--- src/design/rhc_pkg.sv ---
// Shared types and constants for the RGB to HSV converter.
// Used by every module of the block; depends on nothing else.
package rhc_pkg;

    localparam int COMP_BITS       = 8;
    localparam int FRAC_BITS       = 16;
    // Quotient bits resolved by each divider stage.
    localparam int DIV_STEP_BITS   = 4;
    localparam int DIV_STAGES      = FRAC_BITS / DIV_STEP_BITS;
    // Six times the largest delta needs three more bits than a component.
    localparam int HUE_BITS        = COMP_BITS + 3;

    typedef struct packed {
        logic [COMP_BITS-1:0] red_level;
        logic [COMP_BITS-1:0] green_level;
        logic [COMP_BITS-1:0] blue_level;
    } t_rgb_in;

    typedef struct packed {
        logic [FRAC_BITS-1:0] hue_turn;
        logic [FRAC_BITS-1:0] saturation_frac;
        logic [COMP_BITS-1:0] value_level;
        logic                 is_gray;
    } t_hsv_out;

    // Work carried down the divider pipeline for one item.
    typedef struct packed {
        logic [HUE_BITS-1:0]  hue_rem;
        logic [HUE_BITS-1:0]  hue_div;
        logic [FRAC_BITS-1:0] hue_quo;
        logic [COMP_BITS-1:0] sat_rem;
        logic [COMP_BITS-1:0] sat_div;
        logic [FRAC_BITS-1:0] sat_quo;
        logic                 sat_full;
        logic [COMP_BITS-1:0] value;
        logic                 gray;
    } t_div_state;

endpackage

--- src/design/rhc_front.sv ---
// Front end of the converter: max, min, delta and the hue sector numerator.
// Pure combinational logic; depends on rhc_pkg.
module rhc_front
    import rhc_pkg::*;
(
    input  t_rgb_in    i_pix,
    output t_div_state o_state
);

    logic [COMP_BITS-1:0] r, g, b;
    logic [COMP_BITS-1:0] mx, mn, delta;
    logic [HUE_BITS-1:0]  dw, num;

    assign r = i_pix.red_level;
    assign g = i_pix.green_level;
    assign b = i_pix.blue_level;

    always_comb begin
        mx = r;
        mn = r;
        if (g > mx) mx = g;
        if (b > mx) mx = b;
        if (g < mn) mn = g;
        if (b < mn) mn = b;
    end

    assign delta = mx - mn;
    assign dw    = HUE_BITS'(delta);

    // Red wins ties over green, green over blue. All sums stay nonnegative,
    // so the modular arithmetic at this width gives the exact numerator.
    always_comb begin
        if (r >= mx) begin
            if (g >= b) num = HUE_BITS'(g) - HUE_BITS'(b);
            else        num = (dw << 2) + (dw << 1) - (HUE_BITS'(b) - HUE_BITS'(g));
        end else if (g >= mx) begin
            num = (dw << 1) + HUE_BITS'(b) - HUE_BITS'(r);
        end else begin
            num = (dw << 2) + HUE_BITS'(r) - HUE_BITS'(g);
        end
    end

    always_comb begin
        o_state.hue_rem  = num;
        o_state.hue_div  = (dw << 2) + (dw << 1);
        o_state.hue_quo  = '0;
        o_state.sat_rem  = delta;
        o_state.sat_div  = mx;
        o_state.sat_quo  = '0;
        o_state.sat_full = (mn == '0);
        o_state.value    = mx;
        o_state.gray     = (delta == '0);
    end

endmodule

--- src/design/rhc_div_stage.sv ---
// One registered stage of the two fractional restoring dividers (hue and
// saturation), resolving DIV_STEP_BITS quotient bits of each. Uses rhc_pkg.
module rhc_div_stage
    import rhc_pkg::*;
(
    input  logic       i_clk,
    input  logic       i_rst_n,
    input  logic       i_en,
    input  logic       i_valid,
    input  t_div_state i_state,
    output logic       o_valid,
    output t_div_state o_state
);

    t_div_state n_state;
    t_div_state r_state;
    logic       r_valid;

    // For a non-gray pixel with a nonzero minimum the remainder is below the
    // divisor, so each step shifts it left and subtracts the divisor once if it fits.
    always_comb begin
        logic [HUE_BITS:0]  hue_sh;
        logic [COMP_BITS:0] sat_sh;
        n_state = i_state;
        for (int k = 0; k < DIV_STEP_BITS; k++) begin
            hue_sh = {n_state.hue_rem, 1'b0};
            if (hue_sh >= {1'b0, n_state.hue_div}) begin
                n_state.hue_rem = HUE_BITS'(hue_sh - {1'b0, n_state.hue_div});
                n_state.hue_quo = {n_state.hue_quo[FRAC_BITS-2:0], 1'b1};
            end else begin
                n_state.hue_rem = HUE_BITS'(hue_sh);
                n_state.hue_quo = {n_state.hue_quo[FRAC_BITS-2:0], 1'b0};
            end
            sat_sh = {n_state.sat_rem, 1'b0};
            if (sat_sh >= {1'b0, n_state.sat_div}) begin
                n_state.sat_rem = COMP_BITS'(sat_sh - {1'b0, n_state.sat_div});
                n_state.sat_quo = {n_state.sat_quo[FRAC_BITS-2:0], 1'b1};
            end else begin
                n_state.sat_rem = COMP_BITS'(sat_sh);
                n_state.sat_quo = {n_state.sat_quo[FRAC_BITS-2:0], 1'b0};
            end
        end
    end

    always_ff @(posedge i_clk) begin
        if (!i_rst_n) begin
            r_valid <= 1'b0;
        end else if (i_en) begin
            r_valid <= i_valid;
        end
    end

    always_ff @(posedge i_clk) begin
        if (i_en) begin
            r_state <= n_state;
        end
    end

    assign o_valid = r_valid;
    assign o_state = r_state;

endmodule

--- src/design/rgb_to_hsv_convert.sv ---
// Top level of the RGB to HSV converter: front end, divider pipeline and
// output register. Depends on rhc_pkg, rhc_front and rhc_div_stage.
//
// Usage:
//   Input channel i_pix / i_valid / o_stall takes one pixel item; output
//   channel o_hsv / o_valid / i_stall delivers one result item per pixel,
//   in order. An item moves at a clock edge where valid is high and stall
//   is low.
//   The pipeline holds one front register, one register per four quotient
//   bits of the two dividers, and the output register. Throughput is one
//   item per cycle while the receiver does not stall.
//   The pipeline moves as a whole: when the output holds an item and the
//   receiver stalls, every stage holds and o_stall is raised; empty slots
//   never block the input. Nothing is lost or repeated.
//   Reset (synchronous, active low) clears every valid bit; no item is in
//   flight afterwards. Gray pixels give zero hue and saturation and set
//   is_gray.
module rgb_to_hsv_convert
    import rhc_pkg::*;
(
    input  logic     i_clk,
    input  logic     i_rst_n,
    input  logic     i_valid,
    input  t_rgb_in  i_pix,
    output logic     o_stall,
    output logic     o_valid,
    output t_hsv_out o_hsv,
    input  logic     i_stall
);

    logic       en;
    t_div_state front_state;
    t_div_state r_front;
    logic       r_front_valid;
    logic       stg_valid [DIV_STAGES+1];
    t_div_state stg_state [DIV_STAGES+1];
    t_hsv_out   n_hsv;
    t_hsv_out   r_hsv;
    logic       r_valid;

    assign en      = !(r_valid && i_stall);
    assign o_stall = !en;

    rhc_front u_front (
        .i_pix   (i_pix),
        .o_state (front_state)
    );

    always_ff @(posedge i_clk) begin
        if (!i_rst_n) begin
            r_front_valid <= 1'b0;
        end else if (en) begin
            r_front_valid <= i_valid;
        end
    end

    always_ff @(posedge i_clk) begin
        if (en) begin
            r_front <= front_state;
        end
    end

    assign stg_valid[0] = r_front_valid;
    assign stg_state[0] = r_front;

    for (genvar s = 0; s < DIV_STAGES; s++) begin : g_div
        rhc_div_stage u_stage (
            .i_clk   (i_clk),
            .i_rst_n (i_rst_n),
            .i_en    (en),
            .i_valid (stg_valid[s]),
            .i_state (stg_state[s]),
            .o_valid (stg_valid[s+1]),
            .o_state (stg_state[s+1])
        );
    end

    always_comb begin
        n_hsv.value_level = stg_state[DIV_STAGES].value;
        n_hsv.is_gray     = stg_state[DIV_STAGES].gray;
        if (stg_state[DIV_STAGES].gray) begin
            n_hsv.hue_turn        = '0;
            n_hsv.saturation_frac = '0;
        end else begin
            n_hsv.hue_turn = stg_state[DIV_STAGES].hue_quo;
            // A zero minimum means saturation of exactly one, clipped to all ones.
            if (stg_state[DIV_STAGES].sat_full) n_hsv.saturation_frac = '1;
            else n_hsv.saturation_frac = stg_state[DIV_STAGES].sat_quo;
        end
    end

    always_ff @(posedge i_clk) begin
        if (!i_rst_n) begin
            r_valid <= 1'b0;
        end else if (en) begin
            r_valid <= stg_valid[DIV_STAGES];
        end
    end

    always_ff @(posedge i_clk) begin
        if (en) begin
            r_hsv <= n_hsv;
        end
    end

    assign o_valid = r_valid;
    assign o_hsv   = r_hsv;

    a_gray_zero : assert property (@(posedge i_clk) disable iff (!i_rst_n)
        (o_valid && o_hsv.is_gray) |-> (o_hsv.hue_turn == '0 && o_hsv.saturation_frac == '0))
        else $error("gray item with nonzero hue or saturation");

    a_color_nonzero : assert property (@(posedge i_clk) disable iff (!i_rst_n)
        (o_valid && !o_hsv.is_gray) |-> (o_hsv.value_level != '0 && o_hsv.saturation_frac != '0))
        else $error("colored item with zero value or saturation");

    a_out_drain : assert property (@(posedge i_clk) disable iff (!i_rst_n)
        $fell(o_valid) |-> $past(!i_stall))
        else $error("output item dropped while stalled");

endmodule

--- config.mk ---
export PLATFORM = sky130hd
export DESIGN_NAME = rgb_to_hsv_convert
export DESIGN_NICKNAME = d
export VERILOG_FILES = /design/src/design/rhc_pkg.sv /design/src/design/rhc_front.sv /design/src/design/rhc_div_stage.sv /design/src/design/rgb_to_hsv_convert.sv
export SDC_FILE = /design/constraint.sdc
export NUM_CORES = 1
export LEC_CHECK = 0
export ABC_AREA = 1
export BUFFER_PORTS_ARGS = -buffer_cell sky130_fd_sc_hd__buf_2
export CORE_ASPECT_RATIO = 2
export CORE_MARGIN = 1.5
export CORE_UTILIZATION = 35
export DETAILED_ROUTE_END_ITERATION = 16
export GPL_ROUTABILITY_DRIVEN = 0
export PLACE_DENSITY_LB_ADDON = 0.3
export SYNTH_ARGS = -nofsm -noshare
export SYNTH_HDL_FRONTEND = slang
export SYNTH_SLANG_ARGS = --single-unit
--- constraint.sdc ---
create_clock -name i_clk -period 18.4 [get_ports i_clk]
set_input_delay 4.6 -clock i_clk [delete_from_list [all_inputs] [get_ports i_clk]]
set_output_delay 4.6 -clock i_clk [all_outputs]
set_load 0.03 [all_outputs]
[Word level (Yosys, flattened, before mapping)]
Index checks and enable logic that the tools add are counted.
Storage, ports and cells
  input port bits: 28
  register bits after elaboration: 297
  memory bits (writable): 0
  logic and storage cells: 202
  memories kept: 0
  bits in read-only memories: 0
  latch bits: 0
  output and inout port bits: 43
Operators by class
  add/sub/neg operators: 39
  shift-type cells: 0
  multiply operators: 0
  div/mod/pow operators: 0
  reduce and logical (&&, ||, !) cells: 3
  bitwise gates (word level): 0
  multiplexer cells: 70
  $lt $le $gt $ge: 39
  equality and inequality tests: 0
Operators by type and width (number)
  11-bit two-way mux: 18
  12-bit by 11-bit >= comparator with 1-bit output: 16
  11-bit subtractor: 16
  8-bit two-way mux: 19
  9-bit by 8-bit >= comparator with 1-bit output: 16
  8-bit subtractor: 16
  1-bit two-way mux: 32
  8-bit >= comparator: 3
  11-bit by 8-bit subtractor with 11-bit output: 2
  8-bit by 8-bit subtractor with 9-bit output: 2
  8-bit greater-than comparator: 2
  8-bit zero test: 2
  8-bit < comparator: 2
  16-bit two-way mux: 1
  10-bit by 8-bit adder with 11-bit output: 1
  10-bit by 9-bit adder with 11-bit output: 1
  9-bit by 8-bit adder with 10-bit output: 1
  1-bit logical AND: 1

[Logic depth before layout (Yosys ltp)]
Gate-level depths: netlist of the first run.
  word-level depth: 9
  depth in mapped cells: 64
  mapped depth without buffers: 61

[Modules after synthesis]
Synthesis of the first run repeated with hierarchy kept, for this count alone.
Unflattened totals
  cell total of the unflattened synthesis: 4418
  area total of the unflattened synthesis: 36941.7 um^2
Modules (own cells, without submodules)
  rhc_div_stage (g_div[0].u_stage ...): area each 7020.5 um^2, instances 2, cells an instance 865, sequential area each 2422.3 um^2
  rhc_div_stage (g_div[1].u_stage ...): area each 6904.1 um^2, instances 2, cells an instance 848, sequential area each 2422.3 um^2
  rhc_front: area each 5078.6 um^2, instances 1, cells an instance 789, sequential area each 0.0 um^2
  rgb_to_hsv_convert: area each 4013.8 um^2, instances 1, cells an instance 203, sequential area each 3673.5 um^2

[Worst setup path before layout of the first run]
No wires, ideal clock.
  path kind: in2out
  from: input port i_stall
  to: output port o_stall
  setup slack: 1.266 ns
  arrival: 12.534 ns
  stages on the path: 2
  path through: nand2_1 -> inv_1
On the way
  cells in the longest elaborated chain, start to end: 1
RTL lines
  from (decl): line rgb_to_hsv_convert.sv:28  | input logic i_stall
  1-bit logical AND: line rgb_to_hsv_convert.sv:41  | assign en = !(r_valid && i_stall);
  to (decl): line rgb_to_hsv_convert.sv:25  | output logic o_stall,
No other way between the ends.

==> metrics.md, run 1 <==
| Metric | Value |
|---|---|
| Dpl cells | `4209` |
| Post-synthesis sequential area ratio | `32.6%` |
| PostCTS Resize Cnt | `0` |
| Top post-synthesis cells by count | `nand2_1 (543), inv_1 (395), ha_1 (372), edfxtp_1 (283), o21ai_0 (277)` |
| Final net count | `3657` |
| Later-pin clock latency in the skew report | `620 ps` |
| Syn Area/Cell | `8.35 sq um` |
| TritonCTS buffer count | `31` |
| CP Data Required Time | `18780 ps` |
| Post-synth EDFFs | `283` |
| Via count | `21500` |
| Max Freq | `87.0 MHz` |
| Most common cell in the netlist | `nand2_1` |
| Seq cells post-synth | `289` |
| Hpwl dp | `57800 um` |
| Worst Hold Class | `register to register` |
| First-pass DRT Iterations | `6` |
| Worst r2r src | `r_front[60]` |
| Max-slew headroom | `31.4%` |
| WHS Endpoint | `g_div[1].u_stage.o_state[0]` |
| Initial Util | `35.4%` |
| Hold path cells | `0` |
| Maximum capacitance violations | `0` |
| Clock transition at path regs | `70 ps` |
| # rows | `142` |
| Non-filler instance count after layout | `4267` |
| Most used cell, CP | `inv_1` |
| Largest net degree at the start of global routing | `170` |
| Main flop type after synthesis | `edfxtp_1` |
| Clock buffer depth | `3` |
| Setup TNS | `0 ps` |
| 1st-iter DRT viols | `698` |
| Area growth from synthesis to final layout | `9.46%` |
| Clk sinks | `289` |
| Root buf cell | `clkbuf_16` |
| Leading area contributor after synthesis | `edfxtp_1` |
| Final setup viols | `0` |
| Die span in y | `392 um` |
| Min-delay src | `g_div[0].u_stage.o_state[0]` |
| Core Region | `74800 sq um` |
| WS Path Type | `input pin to register` |
| Fill cells | `7709` |
| H-tree depth | `1` |
| DR vias/cell | `5.04` |
| Post-route DRC | `0` |
| Diode count | `0` |
| Crit. End Element | `register` |
| Final min period | `11500 ps` |
| Slowest cell delay on critical path | `810 ps` |
| R2R setup slack | `7670 ps` |
| Post-route ant nets | `0` |
| Worst reg-to-reg path cell count | `56` |
| Hold buffer count at CTS | `0` |
| Period utilisation layout | `62.5%` |
| Final WS setup | `6900 ps` |
| Grt total ovfl | `0` |
| Final Hold Viols | `0` |
| Post-synth cell types | `75` |
| RSZ-0062 raised after global routing | `no` |
| Synth Warn # | `0` |
| Global-route wire length before repair | `111000 um` |
| Num ports | `71` |
| Number of global-route vias before repair | `22500` |
| Total Die Area | `77300 sq um` |
| Area of the multi-input gates | `16000 sq um` |
| I/O Buffers | `70` |
| Crit-path max FO | `20` |
| Ranking of synthesized cells by area | `edfxtp_1 (32%), ha_1 (18%), nand2_1 (7.7%), inv_1 (5.6%), xor2_1 (5.4%)` |
| Post-synth top area share | `32.1%` |
| GRT Overall Usage | `18.2%` |
| Sequential Area | `8620 sq um` |
| Postcts setup bufs | `0` |
| Arrival @ worst endpoint | `11880 ps` |
| WL per Instance | `16.3 um` |
| Share of cells above drive strength 1 | `7.36%` |
| Placement Setup Slack | `6320 ps` |
| RR Endpoint | `g_div[0].u_stage.o_state[75]` |
| Synthesized cell area | `26500 sq um` |
| Final WL | `69600 um` |
| Post-synth ARST share | `0%` |
| Synthesized Nets | `3593` |
| Clock Skews | `31.5 ps` |
| Cell count after synthesis | `3170` |
| Initial antenna violation count | `0` |
| Die Span X | `197 um` |
| Slowest-stage cell, CP | `xnor2_1` |
| TritonCTS clock tree | `done` |
| Outcome | `completed` |
| Max Transition Viols Final | `0` |
| Crit start category | `input pin` |
| Worst-margin pin slew | `1020 ps` |
registers in the layout, summed over array words and instances, names as in the netlist:
signal / flops
g_div.u_stage.o_state: 204
o_hsv: 41
r_front: 38
g_div.u_stage.o_valid: 4
o_valid: 1
r_front_valid: 1
routing by layer:
metal	share of wire, %	vias to the layer above	wire, um	track usage [%]
met5	0	-	0	0
met2	59	348	40700	39.2
li1	-	11000	-	-
met3	2.2	204	1550	1.61
met4	8.1	0	5670	13.4
met1	31	9921	21600	14.4
through the flow:
stage                     util (%)  hold slack [ps]  instance area, sq um
after detailed placement      37.3              405                 27900
after CTS                     38.7              394                 29000
final                         38.7              403                 29000
after global placement        37.3              401                 27900
after floorplan                  -              400                 26500
after global routing          38.7              398                 29000
cells in the final DEF, fill, tap and decap left out, types with 9 or more instances in the layout:
| cell type | count |
|---|---|
| nand2_1 | 542 |
| inv_1 | 395 |
| ha_1 | 372 |
| edfxtp_1 | 283 |
| o21ai_0 | 277 |
| a21oi_1 | 256 |
| nor2_1 | 234 |
| xor2_1 | 164 |
| nand3_1 | 106 |
| xnor2_1 | 77 |
| buf_2 | 70 |
| o21bai_1 | 53 |
| o21ai_1 | 37 |
| nor3_1 | 32 |
| clkbuf_16 | 31 |
| nand2_2 | 23 |
| fa_1 | 23 |
| inv_2 | 19 |
| nand4_1 | 18 |
| or2_2 | 17 |
| a21o_1 | 16 |
| a221oi_1 | 15 |
| a31oi_1 | 12 |
| nor4_1 | 11 |
| o31ai_1 | 10 |
| o21a_1 | 9 |
logic make-up after synthesis:
family | count (synthesis) | synth area share, %
mux | 1 | 0.0426
xor+xnor | 246 | 8.33
buf+inv | 469 | 6.94
flops | 289 | 32.6
compound gates | 748 | 16.2
fa+ha+maj | 395 | 19.3
simple gates | 1022 | 16.5
worst max path at each step:
| stage | from | end | depth (start not counted) | slack [ps] |
|---|---|---|---|---|
| after CTS | i_pix[9] | r_front[77] | 44 | 7000 |
| after global placement | i_pix[9] | r_front[77] | 44 | 6500 |
| final | i_pix[13] | r_front[77] | 42 | 6900 |
| after floorplan | i_stall | o_stall | 2 | 1270 |
| after global routing | i_pix[9] | r_front[77] | 43 | 6240 |
| after detailed placement | i_pix[14] | r_front[77] | 42 | 6320 |
layout make-up:
class                      count  share of cell area, %
multi-input combinational   2412                   55.3
timing repair buffer          78                   1.46
clock inverter                26                  0.942
sequential                   289                   29.8
tap                         1008                   4.36
inverter                     422                   5.51
clock buffer                  32                   2.69
critical path: cells and delay by family:
kind                       cells  cell delay, ps
buffers and inverters         10             880
and+or+nand+nor               15            1720
adders and majority gates      6            2010
xor gates and xnor gates       2             960
AOI/OAI and AO/OA              9            1680
Power of run 1 is left out: the tool's default activity adds up to more than one toggle a clock period on the data nets, which glitch-free logic cannot reach.
==> run 2, diff against run 1 <==
clock period = 9.54 ns   (was 18.4 ns; I/O delays follow)
==> metrics.md, run 2 (synthesis gave the netlist of run 1 again) <==
| Metric | Value |
|---|---|
| Outcome | `completed` |
| Clk sinks | `289` |
| CP startpoint | `i_pix[13]` |
| Placement Setup Slack | `-25.9 ps` |
| Initial antenna violation count | `0` |
| Root buf cell | `clkbuf_16` |
| Clock Skews | `19.2 ps` |
| Worst-margin pin slew | `911 ps` |
| Clock buffer depth | `3` |
| H-tree depth | `1` |
| Final net count | `3795` |
| Final setup viols | `0` |
| Die Span X | `197 um` |
| Area growth from synthesis to final layout | `13.9%` |
| Share of cells above drive strength 1 | `12.2%` |
| Crit-path max FO | `19` |
| Slowest cell delay on critical path | `590 ps` |
| Number of global-route vias before repair | `23200` |
| Hold buffer count at CTS | `0` |
| Most used cell, CP | `inv_1` |
| Crit. End Element | `register` |
| Grt total ovfl | `0` |
| Final WL | `72000 um` |
| Via count | `22200` |
| Die span in y | `392 um` |
| Max-slew headroom | `39.2%` |
| Area of the multi-input gates | `16100 sq um` |
| Most common cell after layout, fill and taps aside | `nand2_1` |
| Initial Util | `35.4%` |
| Num ports | `71` |
| Final min period | `8830 ps` |
| I/O Buffers | `70` |
| Final Hold Viols | `0` |
| Clock transition at path regs | `70 ps` |
| Core Region | `74800 sq um` |
| DR vias/cell | `5.04` |
| Post-route ant nets | `0` |
| Max Transition Viols Final | `0` |
| GRT Overall Usage | `18.7%` |
| Worst r2r src | `r_front[61]` |
| Min-delay src | `g_div[2].u_stage.o_state[15]` |
| Total Die Area | `77300 sq um` |
| # rows | `142` |
| Final cell utilization of the core | `40.3%` |
| TritonCTS clock tree | `done` |
| Sequential Area | `8620 sq um` |
| Max Freq | `113 MHz` |
| Period utilisation layout | `92.5%` |
| Post-route DRC | `0` |
| WS Path Type | `input pin to register` |
| Arrival @ worst endpoint | `9220 ps` |
| Max FFs per register | `204` |
| Crit start category | `input pin` |
| Commonest non-fill, non-tap cells in the layout | `nand2_1 (540), inv_1 (381), ha_1 (372)` |
| Slowest-stage cell, CP | `o31ai_1` |
| Later-pin clock latency in the skew report | `600 ps` |
| Global-route wire length before repair | `113000 um` |
| Worst Hold Class | `register to register` |
| TritonCTS buffer count | `30` |
| Hpwl dp | `59800 um` |
| First-pass DRT Iterations | `6` |
| Maximum capacitance violations | `0` |
| Diode count | `0` |
| CP Data Required Time | `9930 ps` |
| Largest net degree at the start of global routing | `102` |
| 1st-iter DRT viols | `802` |
| Fill cells | `7610` |
| Final WS setup | `713 ps` |
| WL per Instance | `16.4 um` |
run 2: cell count changes in the layout (fill, tap and decap cells not counted), moves of 4 or more:
cell,delta
buf_4,+136
clkinvlp_4,+6
a21oi_2,+9
inv_2,+4
o21ai_1,+4
inv_4,+6
inv_1,-14
a21oi_1,-9
o21ai_0,-7
run 2: per-layer routing:
layer	vias up	part of all wire, %	GRT usage (%)
met3	251	2.1	1.44
met1	10200	31	14.7
met5	-	0	0
li1	11300	-	-
met2	410	58	39.8
met4	0	9.0	15.2
run 2: path summary, 6_finish.rpt:
check                                 end  slack [ps]  depth (start not counted)
max                           r_front[75]         710                         39
min          g_div[3].u_stage.o_state[19]         410                          0
max reg2reg  g_div[0].u_stage.o_state[71]         770                         56
min reg2reg  g_div[3].u_stage.o_state[19]         410                          0
run 2: critical path: cells and delay by family:
kind,cells,cell delay (ps)
xor gates and xnor gates,1,170
buffers and inverters,11,1350
adders and majority gates,5,1550
AOI/OAI and AO/OA,9,2550
and+or+nand+nor,13,1180
run 2: what timing repair did:
action                                  4_1_cts  5_1_grt
buffers inserted                              0       19
resized for setup                             0       67
endpoints found under the setup margin        0       59
run 2: through the flow:
step	area, sq um	hold slack [ps]	TNS, ps	instances
after floorplan	26500	400	0	3170
after global placement	28800	401	0	4326
after detailed placement	28800	405	-25.9	4326
after CTS	29800	408	0	4382
after global routing	30100	419	-50.0	4404
final	30100	415	0	4404
run 2: layout make-up:
cell class              count  area share (%)
repair inverters            3          0.0664
well taps                1008            4.18
clock inverters            22           0.859
inverters                 422            5.42
clock buffers              34            2.54
repair buffers            214            4.76
multi-input cells        2412            53.6
flip-flops and latches    289            28.6
Power of run 2 is left out for the same reason.
